--- config.mk ---
export PLATFORM = sky130hd
export DESIGN_NAME = sorted_byte_list
export DESIGN_NICKNAME = d
export VERILOG_FILES = /design/src/rtl/core/sbl_pkg.sv /design/src/rtl/core/sbl_cell.sv /design/src/rtl/core/sorted_byte_list.sv
export SDC_FILE = /design/constraint.sdc
export NUM_CORES = 1
export LEC_CHECK = 0
export ABC_CLOCK_PERIOD_IN_PS = 3600
export BUFFER_PORTS_ARGS = -buffer_cell sky130_fd_sc_hd__buf_2
export CORE_MARGIN = 10
export CORE_UTILIZATION = 54
export CTS_CLUSTER_DIAMETER = 150
export DETAILED_ROUTE_END_ITERATION = 10
export GPL_TIMING_DRIVEN = 1
export PLACE_DENSITY = 0.73
export SYNTH_ARGS = -nofsm -noshare
export SYNTH_HDL_FRONTEND = slang
export SYNTH_SLANG_ARGS = --single-unit
--- constraint.sdc ---
create_clock -name clk -period 3.6 [get_ports clk]
set_input_delay 0.72 -clock clk [delete_from_list [all_inputs] [get_ports clk]]
set_output_delay 0.72 -clock clk [all_outputs]
set_load 0.05 [all_outputs]
--- src/rtl/core/sbl_pkg.sv ---
package sbl_pkg;

  localparam int SBL_DEPTH = 16;
  localparam int SBL_VAL_W = 8;
  localparam int SBL_CNT_W = 5;

  typedef enum logic [0:0] {
    FN_INSERT = 1'b0,
    FN_DELETE = 1'b1
  } sbl_func_t;

  typedef enum logic [1:0] {
    ST_INSERTED  = 2'd0,
    ST_FULL      = 2'd1,
    ST_DELETED   = 2'd2,
    ST_NOT_FOUND = 2'd3
  } sbl_status_t;

  typedef struct packed {
    logic [0:0]           func;
    logic [SBL_VAL_W-1:0] value;
  } sbl_in_t;

  typedef struct packed {
    logic [1:0]           status;
    logic [SBL_CNT_W-1:0] count;
    logic                 empty_res;
    logic [SBL_VAL_W-1:0] smallest;
  } sbl_out_t;

  // Operation broadcast to every cell of the chain.
  typedef struct packed {
    logic                 ins;
    logic                 del;
    logic [SBL_VAL_W-1:0] value;
  } sbl_cmd_t;

  // What a cell shows its neighbors.
  typedef struct packed {
    logic                 stay;
    logic                 valid;
    logic [SBL_VAL_W-1:0] value;
  } sbl_link_t;

endpackage

--- src/rtl/core/sbl_cell.sv ---
module sbl_cell
  import sbl_pkg::*;
(
  input  logic      clk,
  input  logic      rst_n,
  input  sbl_cmd_t  cmd,
  input  sbl_link_t left_in,
  input  sbl_link_t right_in,
  output sbl_link_t link_out,
  output logic      match
);

  logic                 valid_r, valid_nxt;
  logic [SBL_VAL_W-1:0] value_r, value_nxt;
  logic                 stay;
  logic                 ge;

  // An entry not above the new value keeps its place on insert.
  assign stay  = valid_r && (value_r <= cmd.value);
  assign ge    = valid_r && (value_r >= cmd.value);
  assign match = valid_r && (value_r == cmd.value);

  assign link_out.stay  = stay;
  assign link_out.valid = valid_r;
  assign link_out.value = value_r;

  always_comb begin
    valid_nxt = valid_r;
    value_nxt = value_r;
    if (cmd.ins && !stay) begin
      if (left_in.stay) begin
        valid_nxt = 1'b1;
        value_nxt = cmd.value;
      end else begin
        valid_nxt = left_in.valid;
        value_nxt = left_in.value;
      end
    end else if (cmd.del && ge) begin
      // Everything from the first equal entry onward moves one place toward the head.
      valid_nxt = right_in.valid;
      value_nxt = right_in.value;
    end
  end

  always_ff @(posedge clk) begin
    if (!rst_n) begin
      valid_r <= 1'b0;
    end else begin
      valid_r <= valid_nxt;
    end
  end

  always_ff @(posedge clk) begin
    value_r <= value_nxt;
  end

endmodule

--- src/rtl/core/sorted_byte_list.sv ---
// Sorted list of up to DEPTH bytes held in a chain of compare-and-shift cells.
// The result of an operation is registered and presented in the cycle after its transfer.
// Throughput: one operation per cycle while the result side does not stall; every cell updates in the same cycle.
// Reset (synchronous, active low) marks all cells empty and clears the count;
// no clearing pass is needed, so operations are taken right after reset.
module sorted_byte_list
  import sbl_pkg::*;
#(
  parameter int DEPTH = SBL_DEPTH
) (
  input  logic     clk,
  input  logic     rst_n,
  input  logic     in_valid,
  output logic     in_ready,
  input  sbl_in_t  in_data,
  output logic     out_valid,
  input  logic     out_ready,
  output sbl_out_t out_data
);

  localparam int CntW = $clog2(DEPTH + 1);

  sbl_cmd_t             cmd;
  sbl_link_t            links [DEPTH];
  sbl_link_t            left_tie;
  sbl_link_t            right_tie;
  logic [DEPTH-1:0]     hit_vec;
  logic                 found;
  logic                 full;
  logic                 in_xfer;
  logic                 is_ins;
  logic                 out_valid_r, out_valid_nxt;
  logic [CntW-1:0]      count_r, count_nxt;
  sbl_status_t          status_r, status_nxt;

  // The head sees an entry that stays in front of it, so an insert lands there.
  assign left_tie  = '{stay: 1'b1, valid: 1'b0, value: '0};
  assign right_tie = '{stay: 1'b0, valid: 1'b0, value: '0};

  assign in_ready = !out_valid_r || out_ready;
  assign in_xfer  = in_valid && in_ready;
  assign is_ins   = (sbl_func_t'(in_data.func) == FN_INSERT);
  assign full     = (count_r == CntW'(DEPTH));
  assign found    = |hit_vec;

  assign cmd.ins   = in_xfer && is_ins && !full;
  assign cmd.del   = in_xfer && !is_ins && found;
  assign cmd.value = in_data.value;

  for (genvar i = 0; i < DEPTH; i++) begin : g_cell
    sbl_cell u_cell (
      .clk      (clk),
      .rst_n    (rst_n),
      .cmd      (cmd),
      .left_in  ((i == 0) ? left_tie : links[(i == 0) ? 0 : i - 1]),
      .right_in ((i == DEPTH - 1) ? right_tie : links[(i == DEPTH - 1) ? i : i + 1]),
      .link_out (links[i]),
      .match    (hit_vec[i])
    );
  end

  always_comb begin
    count_nxt     = count_r;
    status_nxt    = status_r;
    out_valid_nxt = out_valid_r;
    if (out_valid_r && out_ready) begin
      out_valid_nxt = 1'b0;
    end
    if (in_xfer) begin
      out_valid_nxt = 1'b1;
      if (is_ins) begin
        if (full) begin
          status_nxt = ST_FULL;
        end else begin
          status_nxt = ST_INSERTED;
          count_nxt  = count_r + 1'b1;
        end
      end else begin
        if (found) begin
          status_nxt = ST_DELETED;
          count_nxt  = count_r - 1'b1;
        end else begin
          status_nxt = ST_NOT_FOUND;
        end
      end
    end
  end

  always_ff @(posedge clk) begin
    if (!rst_n) begin
      out_valid_r <= 1'b0;
      count_r     <= '0;
      status_r    <= ST_INSERTED;
    end else begin
      out_valid_r <= out_valid_nxt;
      count_r     <= count_nxt;
      status_r    <= status_nxt;
    end
  end

  // The result reads the cell chain directly, which already holds the updated list.
  assign out_valid          = out_valid_r;
  assign out_data.status    = status_r;
  assign out_data.count     = SBL_CNT_W'(count_r);
  assign out_data.empty_res = !links[0].valid;
  assign out_data.smallest  = links[0].valid ? links[0].value : '0;

endmodule

==> impl_metrics.py, run 1 <==
metrics = {
    "sta": {
        "finalCritPeriodShare": 0.872,
        "tightest_slew_ns": 0.704,
        "setup_violations": 0,
        "maxSlewHeadroom": 0.530,
        "skew_ns": 0.00973,
        "rsz0062_at_grt": "no",
        "holdWs_ns": 0.469,
        "period_needed_ns": 3.14,
        "setup_slack_ns": 0.460,
        "final_hold_viol_count": 0,
        "drv_slew": 0,
        "fmax_mhz": 318,
    },
    "synthesis": {
        "synth_seq_cells": 152,
        "yosys_warnings": 0,
        "synth_enable_flop_cells": 128,
        "synth-seq-area-share": 0.370,
        "postSynthAreaPerCell_um2": 10.1,
        "ys_types": 75,
        "synthArstFlopShare": 0,
        "synth.cell_area_um2": 11700,
        "syn_inst": 1153,
        "ys.flop_type": "edfxtp_1",
        "synth_nets": 1298,
    },
    "floorplan": {
        "rows": 53,
        "initial_core_util": 0.552,
        "core_um2": 21200,
        "die_w_um": 167,
        "die_h_um": 167,
        "io_pins": 31,
        "die_area_um2": 27900,
    },
    "setup_path": {
        "path_max_fanout": 9,
        "crit_path_end_kind": "register",
        "startpoint_type": "input pin",
        "worstPathArrival_ns": 3.34,
        "worstSetupPathType": "in -> reg",
        "critical_path_required_ns": 3.80,
    },
    "power_and_ir_drop": {
        "leakage_nw": 4.95,
        "finalPower_mw": 5.46,
        "ir_worst_vdd_v": 0.000338,
        "cellPowerDensity_nw_per_um2": 416,
    },
    "clock_tree": {
        "clockBufferDepth": 2,
        "cts_setup_buffers": 0,
        "tritoncts": "done",
        "htreeDepth": 4,
        "hold_buffers": 0,
        "path_clk_slew_ns": 0.06,
        "cts_root_buffer": "clkbuf_16",
        "ctsResizeCount": 0,
        "clk_latency_ns": 0.44,
        "cts.sinks": 152,
        "numCtsBuffers": 17,
    },
    "placed_design": {
        "dp.cells": 1473,
        "hpwl_um": 24900,
        "port_buffers": 30,
        "pre_cts_slack_ns": 0.0196,
        "place.gp.congestion": 0.892,
    },
    "global_routing": {
        "antenna_found_initial": 0,
        "track_usage": 0.236,
        "grt_pass1_wl_um": 52900,
        "grt-ovfl-total": 0,
        "grt_max_degree": 28,
        "first_global_vias": 9484,
    },
    "cells_and_area": {
        "antenna_cells": 0,
        "drive_gt1_frac": 0.225,
        "instances_no_fill": 1505,
        "areaGrowthSynthToFinish_pct": 12.1,
        "fin_nets": 1362,
    },
    "drt": {
        "viasPerCell": 6.63,
        "drc": 0,
        "routed_wl_um": 34100,
        "vias": 9976,
        "first_pass_iters": 6,
        "post_drt_wl_per_cell_um": 22.6,
        "drtIter0Drc": 966,
        "detail-route-antenna-nets": 0,
    },
    "job": {
        "cap_violations": 0,
    },
    "status": {
        "status": "finished clean",
    },
    "hold_path": {
        "min_path_type": "reg -> reg",
    },
}
==> worst paths after layout <==
path                            cells after the start                   startpoint  slack (ns)                            to
worst min register to register                      2                  status_r[1]        0.47                   status_r[1]
worst max register to register                      8  g_cell[7].u_cell.value_r[3]        0.70  g_cell[15].u_cell.value_r[6]
worst min-delay path                                2                  status_r[1]        0.47                   status_r[1]
worst max-delay path                               11                   in_data[5]        0.46  g_cell[15].u_cell.value_r[6]
==> per-layer routing <==
metal | vias to the layer above | GRT usage | wire [um]
met3 | 90 | 0.0395 | 2770
li1 | 4611 | - | -
met4 | 0 | 0.107 | 1180
met2 | 489 | 0.373 | 15700
met1 | 4786 | 0.309 | 14400
met5 | - | 0 | 0
==> cells in the mapped netlist (7+ instances only) <==
library cell  number  area [um^2]
nand4_1           32          200
a21oi_1           97          485
and2_1            10         62.6
buf_4              8         60.1
clkbuf_1          20         75.1
or2_2              7         43.8
buf_2             13         65.1
o21ai_0          110          551
nor3_1            12         60.1
nor2b_1           17          106
a211oi_1           9         67.6
o211ai_1          17          128
mux2i_1           31          310
nand2_1           51          191
inv_1             39          146
mux2_2           106         1190
ha_1             131         1640
nand3_1           53          265
dfxtp_1           24          480
a31oi_1           46          288
a21o_1            13         97.6
nor2_1            59          221
edfxtp_1         128         3840
==> layout make-up <==
cell class	instances	area (um^2)
multi-input combinational	911	6940
clock inverter	13	154
tap	275	344
timing repair buffer	93	748
clock buffer	19	433
sequential	152	4320
fill	1677	8060
inverter	42	158
==> cell families after synthesis <==
group                    after synthesis  synth area share
buffers and inverters                 90            0.0367
AO/OA/AOI/OAI                        372             0.204
multiplexers                         137             0.129
XOR/XNOR                               2           0.00150
adder cells (fa/ha/maj)              132             0.142
AND/OR/NAND/NOR                      268             0.117
flip-flops                           152             0.370
==> where the power goes <==
part	total, mW	internal (mW)	switching (mW)	leakage (nW)
Sequential	2.27	2.11	0.164	1.39
Combinational	1.36	0.544	0.815	3.28
Clock	1.82	1.08	0.739	0.282
==> through the flow <==
step                      cell area (um^2)  TNS, ns   util
after floorplan                      11700   -0.167      -
after global placement               12500        0  0.591
after detailed placement             12500        0  0.591
after CTS                            13100        0  0.619
after global routing                 13100        0  0.619
final                                13100        0  0.619
==> cells in the final DEF (no fill, tap or decap), drive strengths merged, types with 3 or more instances in the layout <==
cell	instances
nand2	53
nand4	34
a22oi	4
a21o	13
clkbuf	19
a31o	6
clkinv	7
mux2	106
ha	131
a221oi	4
o21ba	3
inv	43
o211ai	18
a211oi	9
a21oi	103
a31oi	46
dfxtp	24
mux2i	31
o21ai	117
nor3	12
o311a	3
bufinv	3
o22ai	7
nor2	61
or2	8
o31ai	6
and3	6
a2111oi	3
nor2b	17
nand3	54
or3	5
edfxtp	128
nor4	3
o21bai	6
buf	93
o22a	3
o21a	3
and2	12
==> registers in the layout (all words and copies together), names as in the netlist <==
register and cells:
count_r 5, g_cell.u_cell.valid_r 16, g_cell.u_cell.value_r 128, out_valid 1, status_r 2
==> worst max-delay path, cell delays in order <==
cell and delay [ns]:
buf_2 0.11, inv_1 0.27, buf_12 0.20, ha_1 0.26
nand4_2 0.15, nor2_1 0.09, a222oi_1 0.36, and4_4 0.34
a21o_1 0.44, o21ai_0 0.19, buf_4 0.20
No activity file was read; power rests on OpenSTA's default activity.
==> inputs of run 2 (changes only) <==
--- a/config.mk
+++ b/config.mk
@@ -5,14 +5,15 @@
 export SDC_FILE = /design/constraint.sdc
 export NUM_CORES = 1
 export LEC_CHECK = 0
-export ABC_CLOCK_PERIOD_IN_PS = 3600
+export ABC_CLOCK_PERIOD_IN_PS = 3300
 export BUFFER_PORTS_ARGS = -buffer_cell sky130_fd_sc_hd__buf_2
 export CORE_MARGIN = 10
 export CORE_UTILIZATION = 54
 export CTS_CLUSTER_DIAMETER = 150
 export DETAILED_ROUTE_END_ITERATION = 10
 export GPL_TIMING_DRIVEN = 1
-export PLACE_DENSITY = 0.73
+export PLACE_DENSITY = 0.71
+export SKIP_CTS_REPAIR_TIMING = 1
 export SYNTH_ARGS = -nofsm -noshare
 export SYNTH_HDL_FRONTEND = slang
 export SYNTH_SLANG_ARGS = --single-unit
==> constraint.sdc (replaced) <==
create_clock -name clk -period 3.3 [get_ports clk]
set_input_delay 0.66 -clock clk [delete_from_list [all_inputs] [get_ports clk]]
set_output_delay 0.66 -clock clk [all_outputs]
set_load 0.05 [all_outputs]
==> run 2 against run 1 <==
- worst setup slack worse by 0.31 ns
- wire length grew 4.7%
- critical path type unchanged
- clock skew grew 0.0038 ns
- critical path depth is 1 lower
- final cell count rose by 2.3%
- global-route usage rose by 1.2 points
- clock power increased by 7%
- sequential power rose by 9.3%
- core utilization grew 1.3 points
- largest power group unchanged
- highest routed layer unchanged
- clock-buffer cell count down 2
- critical endpoint is now g_cell[8].u_cell.value_r[4]
- register-to-register slack worse by 0.19 ns
==> impl_metrics.py, run 2 (synthesis results as in run 1) <==
metrics = {
    "clock_tree": {
        "cts.sinks": 152,
        "cts_root_buffer": "clkbuf_16",
        "path_clk_slew_ns": 0.07,
        "numCtsBuffers": 17,
        "clk_latency_ns": 0.44,
        "clockBufferDepth": 2,
        "tritoncts": "done",
        "htreeDepth": 4,
    },
    "power_and_ir_drop": {
        "ir_worst_vdd_v": 0.000259,
        "leakage_nw": 5.10,
        "cellPowerDensity_nw_per_um2": 448,
    },
    "floorplan": {
        "initial_core_util": 0.552,
        "die_area_um2": 27900,
        "core_um2": 21200,
        "io_pins": 31,
        "die_h_um": 167,
        "rows": 53,
        "die_w_um": 167,
    },
    "setup_path": {
        "rr_worst_depth": 8,
        "r2r_slack_ns": 0.51,
        "crit_path_end_kind": "register",
        "r2r_start": "g_cell[6].u_cell.value_r[6]",
        "startpoint_type": "input pin",
        "critical_path_required_ns": 3.44,
        "worstPathArrival_ns": 3.29,
        "worstSetupPathType": "in -> reg",
        "regToRegEndpoint": "g_cell[8].u_cell.value_r[4]",
        "path_max_fanout": 15,
    },
    "global_routing": {
        "grt_use_met1": 0.322,
        "grt-ovfl-total": 0,
        "grt_max_degree": 27,
        "first_global_vias": 9847,
        "met3_usage": 0.0471,
        "grt_busiest_layer": "met2",
        "track_usage": 0.248,
        "grt_pass1_wl_um": 55600,
        "antenna_found_initial": 0,
        "met2_usage": 0.394,
    },
    "cells_and_area": {
        "multiInputGateArea_um2": 6940,
        "final_cell_mix": "ha_1 (131), edfxtp_1 (128), o21ai_0 (107), mux2_2 (106), a21oi_1 (96)",
        "largest-register": "g_cell.u_cell.value_r",
        "largest_reg_flops": 128,
        "fin_nets": 1397,
        "top_regs": "g_cell.u_cell.value_r (128), g_cell.u_cell.valid_r (16), count_r (5)",
        "final_common_cell": "ha_1",
        "seq_area_um2": 4320,
        "antenna_cells": 0,
        "drive_gt1_frac": 0.253,
        "areaGrowthSynthToFinish_pct": 14.6,
        "nFillCells": 1701,
    },
    "placed_design": {
        "port_buffers": 30,
        "place.gp.congestion": 0.930,
        "hpwl_um": 26200,
        "pre_cts_slack_ns": -0.353,
    },
    "hold_path": {
        "whs_endpoint": "status_r[1]",
        "min_path_type": "reg -> reg",
        "hold_start": "status_r[1]",
        "min_path_cells": 2,
    },
    "drt": {
        "viasPerCell": 6.64,
        "drtIter0Drc": 1107,
        "drc": 0,
        "post_drt_wl_per_cell_um": 23.2,
        "first_pass_iters": 5,
        "vias": 10200,
        "detail-route-antenna-nets": 0,
        "routed_wl_um": 35700,
    },
    "sta": {
        "fmax_mhz": 317,
        "finalCritPeriodShare": 0.956,
        "final_hold_viol_count": 0,
        "tightest_slew_ns": 0.802,
        "period_needed_ns": 3.15,
        "rsz0062_at_grt": "no",
        "fin_setup_tns_ns": 0,
        "skew_ns": 0.0135,
        "holdWs_ns": 0.468,
        "drv_slew": 0,
        "setup_slack_ns": 0.146,
        "setup_violations": 0,
        "maxSlewHeadroom": 0.465,
    },
    "job": {
        "cap_violations": 0,
    },
    "status": {
        "status": "finished clean",
    },
}
[run 2: critical path: stages]
cell and delay [ns]:
buf_2 0.12, clkinvlp_4 0.36, ha_1 0.49, nand4_1 0.13
nor3_1 0.41, nor4_1 0.12, and4_4 0.22, a21o_2 0.34
o22ai_1 0.21, buf_4 0.22
[run 2: cell type report]
class / count / share of cell area
sequential: 152 / 0.323
tap: 275 / 0.0257
multi-input combinational: 911 / 0.519
clock buffer: 17 / 0.0318
timing repair buffer: 128 / 0.0765
clock inverter: 15 / 0.0114
inverter: 42 / 0.0126
[run 2: through the flow]
stage | instance area [um^2] | instances | power, mW | util
finish | 13400 | 1540 | 5.99 | 0.633
global route | 13400 | 1540 | 6.25 | 0.633
CTS | 13400 | 1540 | 5.96 | 0.632
detailed placement | 12800 | 1508 | 4.03 | 0.604
global placement | 12800 | 1508 | 3.98 | 0.604
floorplan | 11700 | 1153 | 3.50 | -
[run 2: metal layers]
metal,vias to the layer above,part of all wire
met5,-,0
met4,0,0.041
met3,114,0.082
met2,562,0.46
met1,4859,0.42
li1,4690,-
[run 2: worst max path at each step]
stage                     cells past startpoint  slack, ns                           end  startpoint
after CTS                                    10       0.07   g_cell[8].u_cell.value_r[3]  in_data[7]
after global placement                       10      -0.29   g_cell[8].u_cell.value_r[0]  in_data[7]
after global routing                         10       0.07   g_cell[8].u_cell.value_r[0]  in_data[7]
after floorplan                              10      -0.05  g_cell[12].u_cell.value_r[0]  in_data[7]
final                                        10       0.15   g_cell[8].u_cell.value_r[4]  in_data[7]
after detailed placement                     10      -0.35   g_cell[8].u_cell.value_r[0]  in_data[7]
[run 2: power by group]
| part | leakage, nW | switching (mW) | internal [mW] |
|---|---|---|---|
| Combinational | 3.43 | 0.917 | 0.639 |
| Sequential | 1.39 | 0.183 | 2.30 |
| Clock | 0.282 | 0.940 | 1.01 |
| Total | 5.10 | 2.04 | 3.95 |
==> inputs of run 3 (changes only) <==
--- a/config.mk
+++ b/config.mk
@@ -9,11 +9,13 @@
 export BUFFER_PORTS_ARGS = -buffer_cell sky130_fd_sc_hd__buf_2
 export CORE_MARGIN = 10
 export CORE_UTILIZATION = 54
+export CTS_BUF_LIST = sky130_fd_sc_hd__clkbuf_8 sky130_fd_sc_hd__clkbuf_16
 export CTS_CLUSTER_DIAMETER = 150
 export DETAILED_ROUTE_END_ITERATION = 10
 export GPL_TIMING_DRIVEN = 1
-export PLACE_DENSITY = 0.71
+export PLACE_DENSITY = 0.7
 export SKIP_CTS_REPAIR_TIMING = 1
 export SYNTH_ARGS = -nofsm -noshare
 export SYNTH_HDL_FRONTEND = slang
+export SYNTH_HIERARCHICAL = 1
 export SYNTH_SLANG_ARGS = --single-unit
==> run 3 against run 2 <==
- worst setup slack got worse by 0.075 ns
- final cell count rose by 12%
- first-iteration DRC count shrank 45%
- sequential power shrank 5%
- die area is 8.4% higher
- clock skew about the same
- final area is 19% higher
- critical path depth is 3 higher
- clock power is 4% lower
- wire length is 7.2% lower
- sequential share of layout area fell by 5.1 points
- area after synthesis rose by 9.6%
- critical path type unchanged
- largest cell class unchanged
- highest routed layer is now met5
==> impl_metrics.py, run 3 <==
metrics = {
    "floorplan": {
        "die_h_um": 174,
        "io_pins": 31,
        "die_w_um": 174,
        "core_um2": 23400,
        "rows": 56,
        "die_area_um2": 30300,
        "initial_core_util": 0.547,
    },
    "status": {
        "status": "finished clean",
    },
    "synthesis": {
        "yosys_warnings": 6,
        "syn_inst": 1176,
        "postSynthAreaPerCell_um2": 10.9,
        "synth.cell_area_um2": 12800,
    },
    "sta": {
        "setup_slack_ns": 0.0707,
        "period_needed_ns": 3.23,
        "finalCritPeriodShare": 0.979,
        "final_hold_viol_count": 0,
        "skew_ns": 0.0134,
        "drv_slew": 0,
        "setup_violations": 0,
        "tightest_slew_ns": 0.600,
        "fin_setup_tns_ns": 0,
        "maxSlewHeadroom": 0.600,
        "fmax_mhz": 310,
    },
    "setup_path": {
        "path_max_fanout": 14,
        "startpoint_type": "input pin",
        "crit_path_end_kind": "register",
        "crit_chain": "buf_2 -> buf_4 -> inv_1 -> ha_1 -> nand4_1 -> nor2_1 -> and2_2 -> nor4_1 -> and4_1 -> nor2_4 -> buf_4 -> inv_1 -> a211oi_4",
        "crit_path_top_delay_cell": "a211oi_4",
        "worstPathArrival_ns": 3.30,
        "slowest_delay_ns": 0.46,
        "critical-path-top-delay-family": "simple AND/OR/NAND/NOR gates",
        "critical_path_required_ns": 3.37,
        "worstSetupPathType": "in -> reg",
        "critPathBufInv": 5,
    },
    "cells_and_area": {
        "antenna_cells": 0,
        "areaGrowthSynthToFinish_pct": 24.3,
        "largest-register": "g_cell.u_cell/value_r",
        "largest_reg_flops": 128,
        "final_area_um2": 15900,
        "final_common_cell": "mux2_2",
        "drive_gt1_frac": 0.417,
        "instances_no_fill": 1728,
        "top_regs": "g_cell.u_cell/value_r (128), g_cell.u_cell/valid_r (16), count_r (5)",
        "fin_nets": 1541,
        "nFillCells": 1790,
        "final_cell_mix": "mux2_2 (228), buf_4 (170), inv_1 (167), ha_1 (131), edfxtp_1 (128)",
    },
    "power_and_ir_drop": {
        "power.share.switching": 0.301,
        "p_int_mw": 3.97,
        "leakage_nw": 6.63,
        "seq_power_share": 0.416,
        "cellPowerDensity_nw_per_um2": 357,
        "ir_worst_vdd_v": 0.000329,
        "p_clk_frac": 0.332,
        "combPwrFrac": 0.253,
        "switchingPower_mw": 1.71,
    },
    "hold_path": {
        "min_path_type": "reg -> reg",
    },
    "global_routing": {
        "grt_pass1_wl_um": 53200,
        "antenna_found_initial": 1,
        "grt-ovfl-total": 0,
        "grt_max_degree": 61,
        "track_usage": 0.216,
        "first_global_vias": 10100,
    },
    "placed_design": {
        "hpwl_um": 25200,
        "place_area_um2": 15100,
        "place.gp.congestion": 0.841,
        "pre_cts_slack_ns": -0.496,
        "dp.cells": 1681,
        "port_buffers": 30,
    },
    "drt": {
        "viasPerCell": 5.75,
        "detail-route-antenna-nets": 0,
        "first_pass_iters": 7,
        "post_drt_wl_per_cell_um": 19.2,
        "drc": 0,
        "routed_wl_um": 33100,
        "drtIter0Drc": 606,
        "vias": 9940,
    },
    "job": {
        "cap_violations": 0,
    },
    "clock_tree": {
        "tritoncts": "done",
        "htreeDepth": 4,
        "path_clk_slew_ns": 0.07,
        "clockBufferDepth": 2,
        "numCtsBuffers": 17,
        "cts_root_buffer": "clkbuf_16",
        "cts.sinks": 152,
        "clk_latency_ns": 0.44,
    },
}
-- run 3: changes by cell type in the layout (fill, tap and decap cells not counted), sizes merged, moves of 12 or more --
cell    change
conb       +20
inv       +125
and4b      +14
mux2      +150
a31oi      -46
a21oi      -44
a211oi     +36
buf       +102
nand4b     +14
nand3      -53
a311oi     +12
mux2i      -27
o21ai     -109
nand2      -30
-- run 3: power by group through the flow --
stage | registers [mW] | logic, mW | clock network [mW]
6_report | 2.36 | 1.43 | 1.88
3_3_place_gp | 2.40 | 1.33 | 0
3_5_place_dp | 2.40 | 1.37 | 0
2_1_floorplan | 2.36 | 0.903 | 0
4_1_cts | 2.36 | 1.39 | 1.91
5_1_grt | 2.37 | 1.56 | 2.00
-- run 3: final timing paths --
kind                                                   from                     endpoint  slack, ns  depth (start not counted)
worst max register to register  g_cell[2].u_cell/value_r[7]  g_cell[1].u_cell/value_r[7]       0.34                         10
worst max-delay path                             in_data[6]  g_cell[1].u_cell/value_r[7]       0.07                         13
worst min-delay path                            status_r[1]                  status_r[1]       0.48                          2
worst min register to register                  status_r[1]                  status_r[1]       0.48                          2
-- run 3: layer usage --
layer | routed length (um) | part of all wire | GRT usage | vias up
met4 | 478 | 0.014 | 0.0545 | 2
met3 | 1240 | 0.038 | 0.0347 | 35
met1 | 14800 | 0.45 | 0.272 | 4898
met5 | 7 | 0.00021 | 0 | -
li1 | - | - | - | 4819
met2 | 16500 | 0.50 | 0.376 | 186
-- run 3: area by class of cell --
class	instances	area (um^2)	area share
tap	319	399	0.0251
clock inverter	15	139	0.00873
timing repair buffer	231	2050	0.129
multi-input combinational	828	7950	0.500
sequential	152	4320	0.272
inverter	166	623	0.0392
clock buffer	17	425	0.0267
-- run 3: per-stage QoR --
step / power, mW / util / hold WS, ns
global route: 5.93 / 0.680 / 0.501
floorplan: 3.27 / - / 0.552
CTS: 5.66 / 0.669 / 0.485
detailed placement: 3.77 / 0.645 / 0.474
finish: 5.68 / 0.680 / 0.478
global placement: 3.72 / 0.645 / 0.454
-- run 3: worst min-delay path, stage by stage, from the launching register on --
cell and delay [ns]:
dfxtp_1 0.31, nand2_1 0.05, a21boi_0 0.07
